### src/rtl/core/sabs_ram.sv
// ----------------------------------------------------------------------------
// sabs_ram
// Generic RAM with one write port and one registered read port.
// ----------------------------------------------------------------------------
module sabs_ram #(
  parameter int unsigned Width = 8,
  parameter int unsigned Depth = 16,
  localparam int unsigned Aw = $clog2(Depth)
) (
  input  logic             clk_i,
  input  logic             we_i,
  input  logic [Aw-1:0]    waddr_i,
  input  logic [Width-1:0] wdata_i,
  input  logic [Aw-1:0]    raddr_i,
  output logic [Width-1:0] rdata_o
);

  logic [Width-1:0] mem_q [Depth];
  logic [Width-1:0] rdata_q;

  always_ff @(posedge clk_i) begin
    if (we_i) begin
      mem_q[waddr_i] <= wdata_i;
    end
    rdata_q <= mem_q[raddr_i];
  end

  assign rdata_o = rdata_q;

endmodule

### config.mk
export PLATFORM = sky130hd
export DESIGN_NAME = sabs_ram
export DESIGN_NICKNAME = d
export VERILOG_FILES = /design/src/rtl/core/sabs_ram.sv
export SDC_FILE = /design/constraint.sdc
export NUM_CORES = 1
export LEC_CHECK = 0
export BUFFER_PORTS_ARGS = -buffer_cell sky130_fd_sc_hd__buf_2
export CORE_MARGIN = 1.5
export CORE_UTILIZATION = 52
export CTS_BUF_LIST = sky130_fd_sc_hd__clkbuf_4 sky130_fd_sc_hd__clkbuf_8
export DETAILED_ROUTE_END_ITERATION = 8
export PLACE_DENSITY = 0.73
export SYNTH_ARGS = -nofsm -noshare
export SYNTH_HDL_FRONTEND = slang
export SYNTH_SLANG_ARGS = --single-unit
### constraint.sdc
create_clock -name clk_i -period 3.3 [get_ports clk_i]
set_input_delay 0.495 -clock clk_i [delete_from_list [all_inputs] [get_ports clk_i]]
set_output_delay 0.495 -clock clk_i [all_outputs]
set_load 0.02 [all_outputs]
==> impl_metrics.env <==
export IMPL_hold_start="wdata_i[6]"
export IMPL_ant_nets=0
export IMPL_yosys_area_top_type="edfxtp_1"
export IMPL_routed_wl_met2_mm=4.42
export IMPL_holdBufCountCts=0
export IMPL_hold_viol_final=0
export IMPL_drtPass1Iterations=4
export IMPL_boundaryPins=26
export IMPL_syn_nets=247
export IMPL_syn_area_per_cell_um2=22.5
export IMPL_crit_start="raddr_i[0]"
export IMPL_ys_types=19
export IMPL_remaining_drc_errors=0
export IMPL_gp_congestion=0.738
export IMPL_num_vias=2408
export IMPL_die_area_um2=10500
export IMPL_grt_pass1_vias=2479
export IMPL_place_hpwl_mm=5.75
export IMPL_cp_top_family="buffers and inverters"
export IMPL_dr_wl_met3_um=673
export IMPL_wirelength_mm=9.27
export IMPL_yosysTopAreaCellShare=0.747
export IMPL_track_usage=0.203
export IMPL_cts_made_buffers=17
export IMPL_netlist_instances=229
export IMPL_die_w_um=102
export IMPL_fin_cells=416
export IMPL_tightestPinTransition_ps=951
export IMPL_max_slew_margin=0.364
export IMPL_leakage_nw=1.93
export IMPL_syn_area_um2=5150
export IMPL_cp_max_fo=19
export IMPL_cts_sinks=136
export IMPL_setup_viol=0
export IMPL_power_density_nw_per_um2=605
export IMPL_cts_tree="built"
export IMPL_ys_seq_area_frac=0.778
export IMPL_initial_core_util=0.532
export IMPL_grt_max_degree=33
export IMPL_fin_worst_skew_ps=12.8
export IMPL_setup_tns_ps=0
export IMPL_clock_latency_ps=420
export IMPL_clockRootBuffer="clkbuf_8"
export IMPL_min_period_ps=1910
export IMPL_highest_layer="met4"
export IMPL_critPathMaxStageDelay_ps=570
export IMPL_netlist_top_cells_area="edfxtp_1 75%, mux4_2 7.9%, mux4_1 7.1%, dfxtp_1 3.1%, a22oi_1 2.3%"
export IMPL_drive_gt1_frac=0.293
export IMPL_wl_met1_mm=4.03
export IMPL_ir_worst_vdd_mv=0.381
export IMPL_critPathCaptureType="register"
export IMPL_crit_path_top_delay_cell="mux4_1"
export IMPL_cp_buffers_inverters=2
export IMPL_cts_setup_buffers=0
export IMPL_areaGrowthSynthToFinish_pct=13.1
export IMPL_critPathKind="input pin to register"
export IMPL_clock_path_buffers=2
export IMPL_cp_cell_sequence="buf_2 > buf_4 > mux4_1 > a22oi_1 > nand2_1"
export IMPL_antenna_found_initial=0
export IMPL_dr_first_iter_drc_count=170
export IMPL_die_y_um=102
export IMPL_yosysWarnings=0
export IMPL_wl_per_cell_um=22.3
export IMPL_fp_coreArea_um2=9680
export IMPL_max_cap_viol_count=0
export IMPL_rsz0062_at_grt="no"
export IMPL_numPortBuffers=25
export IMPL_cts_resized_gates=0
export IMPL_ys_seq_elements=136
export IMPL_required_ps=3600
export IMPL_fin_crit_sh=0.579
export IMPL_start_kind="input pin"
export IMPL_hold_class="input pin to register"
export IMPL_row_count=36
export IMPL_fin_nets=288
export IMPL_fmax_mhz=523
export IMPL_status="completed"
export IMPL_worst_ep_arrival_time_ps=2210
export IMPL_vias_per_cell=5.79
export IMPL_place_inst=384
export IMPL_htreeDepth=4
export IMPL_overflow=0
export IMPL_grt_pass1_wl_mm=14.4
export IMPL_reg2reg_from="mem_q[1][0]"
export IMPL_drv_slew=0
export IMPL_insertedDiodeCount=0
export IMPL_clk_transition_reported_paths_ps=80
## Yosys cell counts, drive strengths merged
cell type      count
nor3               4
nand2b             2
nand2              9
nor2b              1
clkdlybuf4s25      3
buf                7
nor2              13
mux4              32
nand3              1
or3b               1
edfxtp           128
and2b              1
and2               1
nand3b             2
dfxtp              8
a22oi             16
## layout by cell type (no fill, tap or decap), drive strengths merged
| master | n |
|---|---|
| bufinv | 3 |
| clkbuf | 18 |
| nor2b | 1 |
| nand2b | 2 |
| clkinvlp | 4 |
| clkinv | 5 |
| nor2 | 13 |
| buf | 32 |
| and2b | 1 |
| inv | 2 |
| nor3 | 4 |
| edfxtp | 128 |
| nand2 | 9 |
| nand3 | 1 |
| mux4 | 32 |
| dfxtp | 8 |
| a22oi | 16 |
| nand3b | 2 |
| or3b | 1 |
| and2 | 1 |
## report_power, final
part	internal, mW	total (mW)	switching (mW)
logic	0.0715	0.182	0.110
registers	1.93	1.94	0.00914
clock network	0.760	1.40	0.639
## worst paths after layout
path	cells past startpoint	end	slack, ps
max	5	rdata_o[4]	1390
min	1	mem_q[9][6]	450
max reg2reg	3	rdata_o[0]	1910
min reg2reg	3	rdata_o[1]	670
## metal layers
layer / track usage / up-vias
met4: 0.0664 / 0
met3: 0.0624 / 13
met5: 0 / -
li1: - / 1055
met1: 0.290 / 1244
met2: 0.306 / 96
## metrics by stage
step                      total power [mW]   util  hold slack, ps  instance area (um2)  setup slack [ps]
after detailed placement              2.16  0.558             655                 5410               910
after global routing                  3.64  0.601             427                 5820              1250
after global placement                2.15  0.558             652                 5410               900
after CTS                             3.54  0.601             428                 5820              1370
after floorplan                       2.09      -             594                 5150              1310
final                                 3.52  0.601             448                 5820              1390
## layout make-up
cell class,instances,area (um2)
sequential,136,4000
fill,689,3860
clock inverter,14,174
multi-input combinational,83,1060
tap,133,166
clock buffer,18,241
timing repair buffer,32,178
## flip-flops by register name, summed over array words and instances (netlist names)
signal / cells
mem_q: 128
rdata_o: 8
## kinds of logic after synthesis
family / synth area share
compound gates: 0.0233
mux: 0.150
buf+inv: 0.0168
flops: 0.778
simple gates: 0.0318
No activity file was read; power rests on OpenSTA's default activity.
