`config.mk`:
```
export PLATFORM = sky130hd
export DESIGN_NAME = sabs_fifo
export DESIGN_NICKNAME = d
export VERILOG_FILES = /design/src/rtl/core/sabs_fifo.sv
export SDC_FILE = /design/constraint.sdc
export NUM_CORES = 1
export LEC_CHECK = 0
export BUFFER_PORTS_ARGS = -buffer_cell sky130_fd_sc_hd__buf_2
export CORE_AREA = 10 10 47 49
export CTS_BUF_LIST = sky130_fd_sc_hd__clkbuf_4 sky130_fd_sc_hd__clkbuf_8
export DETAILED_ROUTE_END_ITERATION = 8
export DIE_AREA = 0 0 57 59
export PLACE_DENSITY = 0.46
export SYNTH_ARGS = -nofsm -noshare
export SYNTH_HDL_FRONTEND = slang
export SYNTH_SLANG_ARGS = --single-unit
```
`constraint.sdc`:
```
create_clock -name clk_i -period 1.9 [get_ports clk_i]
set_clock_uncertainty 0.2 [all_clocks]
set_input_delay 0.19 -clock clk_i [delete_from_list [all_inputs] [get_ports clk_i]]
set_output_delay 0.19 -clock clk_i [all_outputs]
set_load 0.05 [all_outputs]
```
`src/rtl/core/sabs_fifo.sv`:
```
// ----------------------------------------------------------------------------
// sabs_fifo
// Short command queue between the load front end and the search engine.
// ----------------------------------------------------------------------------
module sabs_fifo #(
  parameter int unsigned Depth = 2,
  parameter type T = logic,
  localparam int unsigned Aw = (Depth > 1) ? $clog2(Depth) : 1
) (
  input  logic clk_i,
  input  logic rst_ni,
  input  logic push_i,
  input  T     data_i,
  input  logic pop_i,
  output T     data_o,
  output logic empty_o,
  output logic full_o
);

  T                  mem_q [Depth];
  logic [Aw-1:0]     wptr_q, wptr_d, rptr_q, rptr_d;
  logic [Aw:0]       cnt_q, cnt_d;
  logic              do_push, do_pop;

  assign empty_o = (cnt_q == '0);
  assign full_o  = (cnt_q == (Aw+1)'(Depth));
  assign do_push = push_i && !full_o;
  assign do_pop  = pop_i && !empty_o;
  assign data_o  = mem_q[rptr_q];

  always_comb begin
    wptr_d = wptr_q;
    rptr_d = rptr_q;
    cnt_d  = cnt_q;
    if (do_push) begin
      wptr_d = (wptr_q == Aw'(Depth - 1)) ? '0 : wptr_q + 1'b1;
    end
    if (do_pop) begin
      rptr_d = (rptr_q == Aw'(Depth - 1)) ? '0 : rptr_q + 1'b1;
    end
    if (do_push && !do_pop) begin
      cnt_d = cnt_q + 1'b1;
    end else if (do_pop && !do_push) begin
      cnt_d = cnt_q - 1'b1;
    end
  end

  always_ff @(posedge clk_i or negedge rst_ni) begin
    if (!rst_ni) begin
      wptr_q <= '0;
      rptr_q <= '0;
      cnt_q  <= '0;
    end else begin
      wptr_q <= wptr_d;
      rptr_q <= rptr_d;
      cnt_q  <= cnt_d;
    end
  end

  always_ff @(posedge clk_i) begin
    if (do_push) begin
      mem_q[wptr_q] <= data_i;
    end
  end

endmodule

```
==> run metrics <==
Rel. slew slack a little over four fifths; Slew @ Worst Pin 252 ps; Hold/Removal Path Class in2reg; VDD IR max 660 uV; register area share after synthesis 59.8%; WL/cell 11.0 um; die area 3360 sq um; fillers 159; flops & latches, synth 6; number of I/O port buffers 7; CTS tree yes; Power, Total 676 uW; DRT iter0 DRCs 2; initial antenna violation count 0; final WL 549 um; clk_lat worst skew 240 ps; worst path arrival time approximately 1700 ps; Site Rows 14; starting density of the core 19.1%; status finished clean; CTS max path bufs 2; hold slack 77.1 ps; syn avg cell area approximately 12 sq um; Tcrit/Tclk final 88.9%; share of layout cells above drive strength 1 32.4%; syn nets 28; Layout area overhead 36.4%; slowest CP cell dfrtp_1; Vias 184; NumNets Final 42; Netlist cell types 12; Post-DP HPWL around 440 um; Inserted Clock Buffers 3; fmax 592 MHz; critical-path cell list nand2b_1, nand2_1, inv_1, ha_1, nor2_1, xor2_1; CP max stage delay 420 ps; CTS sink count 6; vias in the first global route between 200 and 250; CP Data Required Time 1860 ps; Chip Width 57 um; Synth Cell Area between 200 and 300 sq um; Final Hold Viols 0; DRC 0; DR pass1 iterations 2; footprint of the multi-input gates roughly 100 sq um; n_diodes 0; cell taking the most area after synthesis dfrtp_1; Synthesis Warnings 0; Synth area leaders dfrtp_1 37%, edfxtp_1 22%, xnor2_1 9.8%; core box area 1400 sq um; root buffer cell clkbuf_4; I/O Pins 8; antenna-violating nets left 0; Pleak 0.177 nW; largest net degree at the start of global routing 6; CP Capture Type flop; clk slew on worst S/H paths 40 ps; critical path type reg2reg; setup TNS 0 ps; Critical Path Source Type flop; first-pass GRT wire length about 890 um; Max-Cap Viols 0; final setup vio count 0; Seq. cell area 160 sq um; PwrDens ~1900 nW/um^2; Die H between 50 and 60 um; total congestion overflow 0; gr usage total under 10%; Worst Path Max Fanout 5; post-CTS resize count 0; Place WS 217 ps; Synth top area share 37.4%; GP Congestion 0.617; Final Core Density 26.1%; H-tree Lvls 1; Vias/cell 3.68; Final min period 1690 ps; Synth Instances 22; Slew Viols, Final 0; setup ws final 212 ps; RSZ-0062 raised after global routing no
==> per-layer routing <==
metal  GRT usage [%]  part of all wire [%]  vias to the layer above
met5               0                     0                        -
met1            4.08                    50                       81
met4            4.03                     0                        0
met3            3.00                    10                        0
li1                -                     -                       96
met2            4.03                    40                        7
==> logic make-up (layout without fill, tap and decap cells) <==
family | after synthesis | in the layout | synth area share [%]
DFF | 6 | 6 | 59.8
adders and majority gates | 1 | 1 | 4.67
muxes | 1 | 1 | 4.21
and+or+nand+nor | 6 | 6 | 10.3
AOI/OAI and AO/OA | 1 | 1 | 1.87
xor gates and xnor gates | 5 | 5 | 16.4
buffers and inverters | 2 | 14 | 2.80
==> placed cells by master (no fill, tap or decap) <==
cell type      n
buf_2          7
dfrtp_1        4
nor2_1         3
xnor2_1        3
clkbuf_4       3
inv_1          2
xor2_1         2
dlygate4sd3_1  2
edfxtp_1       2
nand2b_1       1
nand2_1        1
o21ai_1        1
mux2_2         1
and3_1         1
ha_1           1
==> power by group <==
group | switching, mW | leakage [nW] | internal (mW)
clock network | 0.0430 | 0.0138 | 0.0713
logic | 0.200 | 0.0981 | 0.117
registers | 0.0501 | 0.0652 | 0.194
total | 0.293 | 0.177 | 0.383
==> final timing paths <==
path | startpoint | end | slack [ps] | cells after the start
max in group asynchronous | rst_ni | cnt_q[0]$_DFFE_PN0P_ | 1270 | 2
min in group asynchronous | rst_ni | wptr_q$_DFFE_PN0P_ | 110 | 2
worst min-delay path | push_i | wptr_q$_DFFE_PN0P_ | 80 | 3
worst min register to register | rptr_q$_DFFE_PN0P_ | rptr_q$_DFFE_PN0P_ | 280 | 1
worst max-delay path | cnt_q[0]$_DFFE_PN0P_ | cnt_q[1]$_DFFE_PN0P_ | 210 | 6
worst max register to register | cnt_q[0]$_DFFE_PN0P_ | cnt_q[1]$_DFFE_PN0P_ | 210 | 6
==> per-stage QoR <==
stage	instances	area (sq um)
2_1_floorplan	22	268
4_1_cts	50	365
3_5_place_dp	45	323
3_3_place_gp	45	323
5_1_grt	50	365
6_report	50	365
==> cell usage after synthesis, drive strengths merged <==
cell type  instances
and3               1
inv                2
nor2               3
nand2              1
nand2b             1
xnor2              3
ha                 1
o21ai              1
dfrtp              4
xor2               2
mux2               1
edfxtp             2
==> area by class of cell <==
type | instances | share of cell area [%]
flip-flops and latches | 6 | 43.8
well taps | 16 | 5.48
multi-input cells | 14 | 27.4
clock buffers | 3 | 6.16
inverters | 2 | 2.05
repair buffers | 9 | 15.1
==> critical path, delay by kind of cell, from the launching register on <==
kind	cells	cell delay, ps
xor+xnor	1	150
fa+ha+maj	1	320
buf+inv	1	60
flops	1	420
simple gates	3	460
==> timing repair <==
item                                    CTS  global route
endpoints found under the hold margin     6             0
endpoints found under the setup margin    0             0
setup buffers                             0             0
hold buffers                              2             0
==> flip-flops by register name, summed over array words and instances (netlist names) <==
| name | count |
|---|---|
| wptr_q | 1 |
| mem_q | 2 |
| cnt_q | 2 |
| rptr_q | 1 |
No activity file was read; power rests on OpenSTA's default activity.
