`config.mk`:
```
export PLATFORM = sky130hd
export DESIGN_NAME = sabs_back_flat
export DESIGN_NICKNAME = d
export VERILOG_FILES = /design/src/rtl/core/sabs_pkg.sv /design/src/rtl/core/sabs_if.sv /design/src/rtl/core/sabs_back.sv /design/src/flat_wrapper.sv
export SDC_FILE = /design/constraint.sdc
export NUM_CORES = 1
export LEC_CHECK = 0
export BUFFER_PORTS_ARGS = -buffer_cell sky130_fd_sc_hd__buf_2
export CAP_MARGIN = 20
export CORE_ASPECT_RATIO = 0.8
export CORE_MARGIN = 3
export CORE_UTILIZATION = 50
export CTS_BUF_LIST = sky130_fd_sc_hd__clkbuf_4 sky130_fd_sc_hd__clkbuf_8
export DETAILED_ROUTE_END_ITERATION = 8
export PLACE_DENSITY_LB_ADDON = 0.2
export SETUP_SLACK_MARGIN = 0.02
export SYNTH_ARGS = -nofsm -noshare
export SYNTH_HDL_FRONTEND = slang
export SYNTH_SLANG_ARGS = --single-unit
```
`constraint.sdc`:
```
create_clock -name clk_i -period 7.23 [get_ports clk_i]
set_input_delay 1.8075 -clock clk_i [delete_from_list [all_inputs] [get_ports clk_i]]
set_output_delay 1.8075 -clock clk_i [all_outputs]
set_load 0.01 [all_outputs]
```
`src/rtl/core/sabs_pkg.sv`:
```
// ----------------------------------------------------------------------------
// sabs_pkg
// Shared types and constants of the suffix array binary search block.
// ----------------------------------------------------------------------------
package sabs_pkg;

  localparam int unsigned TEXT_DEPTH_DEF  = 4096;
  localparam int unsigned TABLE_DEPTH_DEF = 1024;
  localparam int unsigned QUERY_DEPTH_DEF = 64;

  localparam int unsigned KIND_W   = 2;
  localparam int unsigned TADDR_W  = 12;
  localparam int unsigned SLOT_W   = 10;
  localparam int unsigned OFFSET_W = 12;
  localparam int unsigned BYTE_W   = 8;
  localparam int unsigned STATUS_W = 2;
  localparam int unsigned INDEX_W  = 10;

  localparam int unsigned TLEN_REG_W  = 13;
  localparam int unsigned COUNT_REG_W = 11;
  localparam int unsigned CFG_IDX_W   = 8;
  localparam int unsigned CFG_DATA_W  = 16;

  localparam logic [CFG_IDX_W-1:0] CFG_TEXT_LENGTH  = 8'd0;
  localparam logic [CFG_IDX_W-1:0] CFG_SUFFIX_COUNT = 8'd1;

  localparam logic [TLEN_REG_W-1:0]  TLEN_RESET  = 13'd4096;
  localparam logic [COUNT_REG_W-1:0] COUNT_RESET = 11'd1024;

  // Wide enough for the largest supported query buffer.
  localparam int unsigned QLEN_W = 11;

  typedef enum logic [KIND_W-1:0] {
    KIND_TEXT  = 2'd0,
    KIND_TABLE = 2'd1,
    KIND_QUERY = 2'd2
  } kind_e;

  typedef enum logic [STATUS_W-1:0] {
    STATUS_FOUND     = 2'd0,
    STATUS_NOT_FOUND = 2'd1,
    STATUS_TOO_LONG  = 2'd2
  } status_e;

  typedef enum logic [2:0] {
    S_IDLE,
    S_CHECK,
    S_TREAD,
    S_CMP,
    S_CWAIT,
    S_DONE
  } back_state_e;

  typedef struct packed {
    logic [QLEN_W-1:0] qlen;
    logic              overflow;
  } cmd_t;

endpackage

```
`src/rtl/core/sabs_if.sv`:
```


interface sabs_out_if;
  import sabs_pkg::*;
  logic                valid;
  logic                ready;
  logic [STATUS_W-1:0] status;
  logic [INDEX_W-1:0]  index;
  modport source (output valid, status, index, input ready);
  modport sink (input valid, status, index, output ready);
endinterface


```
`src/rtl/core/sabs_back.sv`:
```
// ----------------------------------------------------------------------------
// sabs_back
// Search engine: binary search over the suffix table with byte compares.
// ----------------------------------------------------------------------------
module sabs_back
  import sabs_pkg::*;
#(
  parameter int unsigned TEXT_DEPTH  = TEXT_DEPTH_DEF,
  parameter int unsigned TABLE_DEPTH = TABLE_DEPTH_DEF,
  parameter int unsigned QUERY_DEPTH = QUERY_DEPTH_DEF,
  localparam int unsigned TextAw  = $clog2(TEXT_DEPTH),
  localparam int unsigned TableAw = $clog2(TABLE_DEPTH),
  localparam int unsigned QueryAw = $clog2(QUERY_DEPTH),
  localparam int unsigned Qlw     = $clog2(QUERY_DEPTH + 1),
  localparam int unsigned Mw      = $clog2(TABLE_DEPTH + 1),
  localparam int unsigned Lw      = $clog2(TEXT_DEPTH + 1)
) (
  input  logic                   clk_i,
  input  logic                   rst_ni,
  input  logic [TLEN_REG_W-1:0]  text_length_i,
  input  logic [COUNT_REG_W-1:0] suffix_count_i,
  input  logic                   fifo_empty_i,
  input  cmd_t                   cmd_i,
  output logic                   pop_o,
  output logic                   busy_o,
  output logic [TableAw-1:0]     table_raddr_o,
  input  logic [OFFSET_W-1:0]    table_rdata_i,
  output logic [TextAw-1:0]      text_raddr_o,
  input  logic [BYTE_W-1:0]      text_rdata_i,
  output logic [QueryAw-1:0]     query_raddr_o,
  input  logic [BYTE_W-1:0]      query_rdata_i,
  sabs_out_if.source             out_o
);

  back_state_e         state_q, state_d;
  logic [Mw-1:0]       left_q, left_d, right_q, right_d, mid_q, mid_d, count_q, count_d;
  logic [Lw-1:0]       tlen_q, tlen_d;
  logic [OFFSET_W-1:0] start_q, start_d;
  logic [Qlw-1:0]      i_q, i_d, qlen_q, qlen_d;
  logic                res_valid_q, res_valid_d;
  status_e             res_status_q, res_status_d;
  logic [INDEX_W-1:0]  res_index_q, res_index_d;
  status_e             fin_status_q, fin_status_d;
  logic [INDEX_W-1:0]  fin_index_q, fin_index_d;
  logic [Mw-1:0]       mid_c;
  logic [31:0]         pos;

  assign mid_c = left_q + ((right_q - left_q) >> 1);
  assign pos   = 32'(start_q) + 32'(i_q);

  assign busy_o        = (state_q != S_IDLE);
  assign table_raddr_o = TableAw'(mid_c);
  assign text_raddr_o  = TextAw'(pos);
  assign query_raddr_o = QueryAw'(i_q);

  assign out_o.valid  = res_valid_q;
  assign out_o.status = res_status_q;
  assign out_o.index  = res_index_q;

  always_comb begin
    state_d      = state_q;
    left_d       = left_q;
    right_d      = right_q;
    mid_d        = mid_q;
    count_d      = count_q;
    tlen_d       = tlen_q;
    start_d      = start_q;
    i_d          = i_q;
    qlen_d       = qlen_q;
    fin_status_d = fin_status_q;
    fin_index_d  = fin_index_q;
    res_valid_d  = res_valid_q && !out_o.ready;
    res_status_d = res_status_q;
    res_index_d  = res_index_q;
    pop_o        = 1'b0;
    case (state_q)
      S_IDLE: begin
        if (!fifo_empty_i) begin
          pop_o   = 1'b1;
          qlen_d  = Qlw'(cmd_i.qlen);
          tlen_d  = Lw'((32'(text_length_i) > TEXT_DEPTH) ? TEXT_DEPTH
                                                          : 32'(text_length_i));
          count_d = Mw'((32'(suffix_count_i) > TABLE_DEPTH) ? TABLE_DEPTH
                                                            : 32'(suffix_count_i));
          left_d  = '0;
          right_d = count_d;
          fin_index_d = '0;
          if (cmd_i.overflow) begin
            fin_status_d = STATUS_TOO_LONG;
            state_d      = S_DONE;
          end else begin
            state_d = S_CHECK;
          end
        end
      end
      S_CHECK: begin
        if (left_q < right_q) begin
          mid_d   = mid_c;
          state_d = S_TREAD;
        end else begin
          fin_status_d = STATUS_NOT_FOUND;
          state_d      = S_DONE;
        end
      end
      S_TREAD: begin
        start_d = table_rdata_i;
        i_d     = '0;
        state_d = S_CMP;
      end
      S_CMP: begin
        if (i_q == qlen_q) begin
          fin_status_d = STATUS_FOUND;
          fin_index_d  = INDEX_W'(mid_q);
          state_d      = S_DONE;
        end else if (pos >= 32'(tlen_q)) begin
          left_d  = mid_q + 1'b1;
          state_d = S_CHECK;
        end else begin
          state_d = S_CWAIT;
        end
      end
      S_CWAIT: begin
        if (text_rdata_i < query_rdata_i) begin
          left_d  = mid_q + 1'b1;
          state_d = S_CHECK;
        end else if (text_rdata_i > query_rdata_i) begin
          right_d = mid_q;
          state_d = S_CHECK;
        end else begin
          i_d     = i_q + 1'b1;
          state_d = S_CMP;
        end
      end
      S_DONE: begin
        if (!res_valid_q || out_o.ready) begin
          res_valid_d  = 1'b1;
          res_status_d = fin_status_q;
          res_index_d  = fin_index_q;
          state_d      = S_IDLE;
        end
      end
      default: begin
        state_d = S_IDLE;
      end
    endcase
  end

  always_ff @(posedge clk_i or negedge rst_ni) begin
    if (!rst_ni) begin
      state_q     <= S_IDLE;
      res_valid_q <= 1'b0;
    end else begin
      state_q     <= state_d;
      res_valid_q <= res_valid_d;
    end
  end

  always_ff @(posedge clk_i) begin
    left_q       <= left_d;
    right_q      <= right_d;
    mid_q        <= mid_d;
    count_q      <= count_d;
    tlen_q       <= tlen_d;
    start_q      <= start_d;
    i_q          <= i_d;
    qlen_q       <= qlen_d;
    fin_status_q <= fin_status_d;
    fin_index_q  <= fin_index_d;
    res_status_q <= res_status_d;
    res_index_q  <= res_index_d;
  end

  // The search window never inverts and never grows past the table.
  a_window_order: assert property (@(posedge clk_i) disable iff (!rst_ni)
    (state_q == S_CHECK) |-> (left_q <= right_q))
    else $error("search window inverted");

  a_window_bound: assert property (@(posedge clk_i) disable iff (!rst_ni)
    (state_q == S_CHECK) |-> (right_q <= count_q))
    else $error("search window beyond table");

  a_cmp_index: assert property (@(posedge clk_i) disable iff (!rst_ni)
    (state_q == S_CWAIT) |-> (i_q < qlen_q))
    else $error("compare past end of query");

  a_mid_in_window: assert property (@(posedge clk_i) disable iff (!rst_ni)
    (state_q == S_TREAD) |-> (mid_q >= left_q && mid_q < right_q))
    else $error("midpoint outside window");

endmodule
```
`src/flat_wrapper.sv`:
```
// flat-port wrapper written by rule: the top's interface ports become plain ports
module sabs_back_flat import sabs_pkg::*;
#(
  parameter int unsigned TEXT_DEPTH  = TEXT_DEPTH_DEF,
  parameter int unsigned TABLE_DEPTH = TABLE_DEPTH_DEF,
  parameter int unsigned QUERY_DEPTH = QUERY_DEPTH_DEF,
  localparam int unsigned TextAw  = $clog2(TEXT_DEPTH),
  localparam int unsigned TableAw = $clog2(TABLE_DEPTH),
  localparam int unsigned QueryAw = $clog2(QUERY_DEPTH),
  localparam int unsigned Qlw     = $clog2(QUERY_DEPTH + 1),
  localparam int unsigned Mw      = $clog2(TABLE_DEPTH + 1),
  localparam int unsigned Lw      = $clog2(TEXT_DEPTH + 1)
)
  (clk_i, rst_ni, text_length_i, suffix_count_i, fifo_empty_i, cmd_i, pop_o, busy_o, table_raddr_o, table_rdata_i, text_raddr_o, text_rdata_i, query_raddr_o, query_rdata_i, out_o_valid, out_o_status, out_o_index, out_o_ready);
  sabs_out_if out_o_i ();
  input  logic clk_i;
  input  logic rst_ni;
  input  logic [TLEN_REG_W-1:0] text_length_i;
  input  logic [COUNT_REG_W-1:0] suffix_count_i;
  input  logic fifo_empty_i;
  input  cmd_t cmd_i;
  output logic pop_o;
  output logic busy_o;
  output logic [TableAw-1:0] table_raddr_o;
  input  logic [OFFSET_W-1:0] table_rdata_i;
  output logic [TextAw-1:0] text_raddr_o;
  input  logic [BYTE_W-1:0] text_rdata_i;
  output logic [QueryAw-1:0] query_raddr_o;
  input  logic [BYTE_W-1:0] query_rdata_i;
  output wire logic [$bits(out_o_i.valid)-1:0] out_o_valid;
  output wire logic [$bits(out_o_i.status)-1:0] out_o_status;
  output wire logic [$bits(out_o_i.index)-1:0] out_o_index;
  input wire logic [$bits(out_o_i.ready)-1:0] out_o_ready;
  assign out_o_valid = out_o_i.valid;
  assign out_o_status = out_o_i.status;
  assign out_o_index = out_o_i.index;
  assign out_o_i.ready = out_o_ready;
  sabs_back #(.TEXT_DEPTH(TEXT_DEPTH), .TABLE_DEPTH(TABLE_DEPTH), .QUERY_DEPTH(QUERY_DEPTH)) u_core (.clk_i(clk_i), .rst_ni(rst_ni), .text_length_i(text_length_i), .suffix_count_i(suffix_count_i), .fifo_empty_i(fifo_empty_i), .cmd_i(cmd_i), .pop_o(pop_o), .busy_o(busy_o), .table_raddr_o(table_raddr_o), .table_rdata_i(table_rdata_i), .text_raddr_o(text_raddr_o), .text_rdata_i(text_rdata_i), .query_raddr_o(query_raddr_o), .query_rdata_i(query_rdata_i), .out_o(out_o_i));
endmodule
```
==> results of run 1 <==
==> Yosys cell counts, drive strengths merged, types with 6 or more instances <==
cell and number:
a21o 7, nand2b 10, o21ai 22, xnor2 25
nor2 37, xor2 24, edfxtp 96, inv 46
ha 51, and3 18, a211oi 6, nand3 13
nand2 22, nor2b 18, a21oi 29, buf 18
==> power groups by stage <==
stage	clock [mW]	sequential, mW	combinational [mW]
finish	0.352	1.07	1.90
global route	0.388	1.09	2.14
CTS	0.361	1.06	1.91
detailed placement	0	1.08	1.89
global placement	0	1.07	1.85
floorplan	0	1.03	1.62
==> state kept, by name, indices dropped and copies added, names as in the netlist <==
register             count
u_core.tlen_q           13
u_core.start_q          12
u_core.left_q           11
u_core.mid_q            11
u_core.right_q          11
u_core.fin_index_q      10
u_core.out_o.index      10
u_core.i_q               7
u_core.qlen_q            7
u_core.state_q           3
u_core.fin_status_q      2
u_core.out_o.status      2
u_core.out_o.valid       1
==> area by class of cell <==
| cell class | count | area [um^2] |
|---|---|---|
| inverter | 46 | 172.7 |
| clock buffer | 9 | 123.9 |
| tap | 144 | 180.2 |
| fill | 939 | 4502 |
| clock inverter | 7 | 70.07 |
| multi-input combinational | 339 | 2507 |
| timing repair buffer | 110 | 564.3 |
| sequential | 100 | 2983 |
==> metal layers <==
metal | track usage | routed length, um
met1 | 0.2939 | 5997
met4 | 0.04369 | 101
met2 | 0.3008 | 5303
met3 | 0.04963 | 983
met5 | 0 | 0
==> path summary, 6_finish.rpt <==
kind                       depth (start not counted)               endpoint  slack (ns)
setup / recovery                                  14       table_raddr_o[8]        1.97
hold / removal                                     0  u_core.out_o.index[7]        0.43
setup reg to reg                                  15       u_core.left_q[3]        3.28
hold reg to reg                                    0  u_core.out_o.index[7]        0.43
max in group asynchronous                          1      u_core.state_q[0]        5.88
min in group asynchronous                          1     u_core.out_o.valid        1.21
==> logic make-up after synthesis <==
group                    count (synthesis)
AO/OA/AOI/OAI                           93
flip-flops                             100
AND/OR/NAND/NOR                        143
XOR/XNOR                                49
adder cells (fa/ha/maj)                 54
buffers and inverters                   68
==> impl_metrics.ini, run 1 <==
[power_and_ir_drop]
p_int_mw = 1.856
p_per_area_nw_per_um2 = 502.8
p_leak_nw = 2.807
power_switching_mw = 1.463
pwr-share-clk = 0.106
swShare = 0.4407
power_frac_seq = 0.322
p_comb_frac = 0.572
ir_drop_v = 0.0005773
finalPower_mw = 3.319

[floorplan]
rows = 34
coreArea_um2 = 11100
die_height_um = 102.3
die_area_um2 = 12930
initial_core_util = 0.5221
io_pins = 111
die_width_um = 126.4

[synth]
seq_area_frac_synth = 0.5146
yosysUniqueCellTypes = 50
synth-edff-count = 96
yosysWarnings = 0
synthArstFlopShare = 0.04000
synthTopCellsByArea = edfxtp_1 50%, ha_1 11%, xnor2_1 3.8%
synthFlopType = edfxtp_1
syn_inst = 507
yosysTopAreaCell = edfxtp_1
synth_simple_gate_area_frac = 0.1304
synth-compound-area-share = 0.1058
syn_avg_cell_area_um2 = 11.43
synth_fp_nets = 629
synth_top_family_by_area = simple AND/OR/NAND/NOR gates
synth-seq-cells = 100
syn_area_um2 = 5797
synth_fa_ha_area_frac = 0.1204
synth-xor-area-share = 0.07403
synthMuxAreaShare = 0
synth_top_area_share = 0.4973

[timing]
rsz0062_at_grt = no
worst_pin_slew_ns = 0.9377
timing.final.ws_setup_ns = 1.966
hold_viol = 0
fin_skew_ns = 0.01390
setup_viol = 0
max_clock_freq_mhz = 190.0
slew_headroom = 0.3712
slew_viol_final = 0
finalCritPeriodShare = 0.7281
tns_ns = 0
whs_ns = 0.4276
fin_crit_ns = 5.264

[setup_path]
rr_startpoint = u_core.i_q[0]
critPathArrivalTime_ns = 3.46
crit_type = reg2out
crit_fanout = 3
end_kind = output pin
worstPathCellList = inv_1 > ha_1 > inv_1 > fa_1 > a21oi_2 > o21ai_2 > a21oi_1 > xnor2_1 > ha_1 > o21a_1 > a2111oi_2 > nor2_1 > xnor2_1 > buf_2
critPathRequiredTime_ns = 5.42
cp-startpoint = u_core.right_q[0]
max_stage_delay_ns = 0.42
slowest_stage = a2111oi_2
crit_family = compound AO/OA/AOI/OAI gates
cp-start-kind = register
cp_num_buf_inv = 3

[clock_tree]
numCtsBuffers = 9
post_cts_resized = 0
cts_max_path_buffers = 2
hold_buffers = 0
clock-sinks = 100
cts_setup_buffers = 0
clock_latency_ns = 0.38
cts_max_level = 3
clkTransAtPathRegs_ns = 0.11
root_buffer = clkbuf_8
cts_tree = done

[run]
cap_violations = 0

[routing]
wl_per_cell_um = 16.40
dr.pass1.iters = 4
initialDrtViolationCount = 258
via_per_inst = 5.364
vias = 4050
routed_wl_um = 12390
drc = 0
ant_nets = 0

[layout]
area_delta_synth_final_pct = 13.88
utilization = 0.5945
final_cell_mix = 106 x buf_2, 96 x edfxtp_1, 51 x ha_1, 44 x inv_1, 34 x nor2_1
layout_commonest_cell = buf_2
fin_nets = 728
finalNonFillerCells = 755
fin_area_um2 = 6601
layout-drive-gt1-share = 0.2406
n_antenna_cell = 0

[grt]
grt_usage = 0.1993
antenna_found_initial = 0
grt_pass1_wl_um = 20020
grt_remaining_overflow = 0
first_global_vias = 3976
grt_max_degree = 24

[placement]
gp_congestion = 0.8720
place_worst_setup_slack_ns = 2.399
port_buffers = 106
placed_cell_area_um2 = 6396
dp_hpwl_um = 9612
dpl.cell_count = 738

[status]
outcome = complete, no violations

[hold_path]
holdCritStartpoint = u_core.fin_index_q[7]
hold_path_class = reg2reg
(Power assumes the default switching activity.)
==> run 2, diff against run 1 <==
==> constraint.sdc (replaced) <==
create_clock -name clk_i -period 4.8 [get_ports clk_i]
set_input_delay 1.2 -clock clk_i [delete_from_list [all_inputs] [get_ports clk_i]]
set_output_delay 1.2 -clock clk_i [all_outputs]
set_load 0.01 [all_outputs]
==> impl_metrics.ini, run 2 (same netlist as run 1, synthesis figures left out) <==
[setup_path]
max_stage_delay_ns = 0.44
critPathArrivalTime_ns = 3.38
cp-startpoint = u_core.left_q[0]
slowest_stage = fa_1
end_kind = output pin
crit_type = reg2out
worstPathCellList = ha_1 > inv_1 > fa_2 > ha_1 > fa_1 > a21oi_2 > o21ai_1 > a2111oi_4 > nor2_1 > xnor2_1 > buf_2
cp-start-kind = register
cp_common_cell = ha_1
reg2reg_depth = 15
rr_startpoint = u_core.i_q[0]
critPathRequiredTime_ns = 3.60
crit_fanout = 2

[placement]
dpl.cell_count = 738
gp_congestion = 0.8763
port_buffers = 106
placed_cell_area_um2 = 6394
dp_hpwl_um = 9707

[timing]
max_clock_freq_mhz = 218.4
slew_viol_final = 0
tns_ns = 0
finalCritPeriodShare = 0.9540
hold_viol = 0
rsz0062_at_grt = yes
fin_skew_ns = 0.01299
worst_pin_slew_ns = 0.9399
fin_crit_ns = 4.579
setup_viol = 0
slew_headroom = 0.3697
whs_ns = 0.4279

[floorplan]
rows = 34
die_height_um = 102.3
die_width_um = 126.4
coreArea_um2 = 11100
die_area_um2 = 12930
io_pins = 111
initial_core_util = 0.5221

[layout]
fillCellCount = 946
regArea_um2 = 2983
n_antenna_cell = 0
fin_area_um2 = 6664
largest_register_ffs = 13
multi_input_area_um2 = 2551
finalNonFillerCells = 757
largestRegisters = u_core.tlen_q: 13 flops, u_core.start_q: 12 flops
layout-drive-gt1-share = 0.2480
area_delta_synth_final_pct = 14.96
layout_commonest_cell = buf_2
fin_nets = 730
top_register = u_core.tlen_q
final_cell_mix = 107 x buf_2, 96 x edfxtp_1, 51 x ha_1, 44 x inv_1, 34 x nor2_1

[grt]
grt_usage = 0.1953
antenna_found_initial = 0
grt_pass1_wl_um = 19600
grt_max_degree = 23
grt_remaining_overflow = 0
first_global_vias = 3947

[hold_path]
holdCritStartpoint = u_core.fin_index_q[4]
hold_depth = 0
hold_path_class = reg2reg

[clock_tree]
clock-sinks = 100
clkTransAtPathRegs_ns = 0.11
root_buffer = clkbuf_8
hold_buffers = 0
cts_tree = done
cts_max_level = 3
numCtsBuffers = 9
cts_max_path_buffers = 2
clock_latency_ns = 0.38

[power_and_ir_drop]
p_leak_nw = 2.832
ir_drop_v = 0.0007912
p_per_area_nw_per_um2 = 769.1

[routing]
wl_per_cell_um = 16.57
initialDrtViolationCount = 239
dr.pass1.iters = 6
via_per_inst = 5.334
drc = 0
vias = 4038
routed_wl_um = 12540
ant_nets = 0

[run]
cap_violations = 0

[status]
outcome = complete, no violations
## run 2: cell types whose count changed in the layout (fill, tap and decap cells not counted)
cell / change
clkinv_4: -2
nor3_2: +1
inv_8: +2
fa_1: -1
inv_6: +1
a2111oi_2: -2
buf_2: +1
a2111oi_4: +2
clkinvlp_4: -1
buf_4: +1
fa_2: +1
a21oi_1: -1
a21oi_4: +1
nor3_1: -1
## run 2: area by class of cell
cell class,instances,area share
Clock inverter,7,0.01145
Sequential cell,100,0.4476
Timing Repair Buffer,112,0.08656
Multi-Input combinational cell,339,0.3828
Clock buffer,9,0.01859
Inverter,46,0.02591
Tap cell,144,0.02704
## run 2: per-layer routing
metal | routed length (um) | GRT usage | vias up
met1 | 6091 | 0.2857 | 1905
met2 | 5379 | 0.2939 | 123
met5 | 0 | 0 | -
met3 | 968 | 0.04127 | 6
met4 | 104 | 0.06183 | 0
li1 | - | - | 2004
## run 2: stage by stage
stage               utilization  worst slack, ns  power, mW
finish                   0.6002           0.2207      5.125
global route             0.6002        -0.004498      5.557
CTS                      0.5939           0.1699      5.035
detailed placement       0.5758           0.6293      4.466
global placement         0.5754           0.6200      4.400
floorplan                     -           0.6661      3.987
## run 2: worst paths after layout
path                       slack [ns]                    end
min reg2reg                      0.43  u_core.out_o.index[4]
min                              0.43  u_core.out_o.index[4]
max in group asynchronous        4.06      u_core.state_q[1]
max reg2reg                      0.81       u_core.left_q[4]
max                              0.22       table_raddr_o[8]
min in group asynchronous        0.60     u_core.out_o.valid
## run 2: what timing repair did
action / 4_1_cts / 5_1_grt
gates resized for setup: 0 / 6
setup buffers: 0 / 2
endpoints found under the setup margin: 0 / 2
## run 2: critical path, delay by kind of cell (launching register included)
| kind | cells | cell delay (ns) |
|---|---|---|
| xor gates and xnor gates | 1 | 0.20 |
| AOI/OAI and AO/OA | 3 | 0.72 |
| and+or+nand+nor | 1 | 0.10 |
| adders and majority gates | 4 | 1.32 |
| DFF | 1 | 0.42 |
| buffers and inverters | 2 | 0.24 |
## run 2: power breakdown
part / switching [mW] / total, mW / internal, mW
Clock: 0.336 / 0.545 / 0.209
Sequential: 0.199 / 1.60 / 1.40
Combinational: 1.72 / 2.98 / 1.26
Total: 2.25 / 5.13 / 2.87
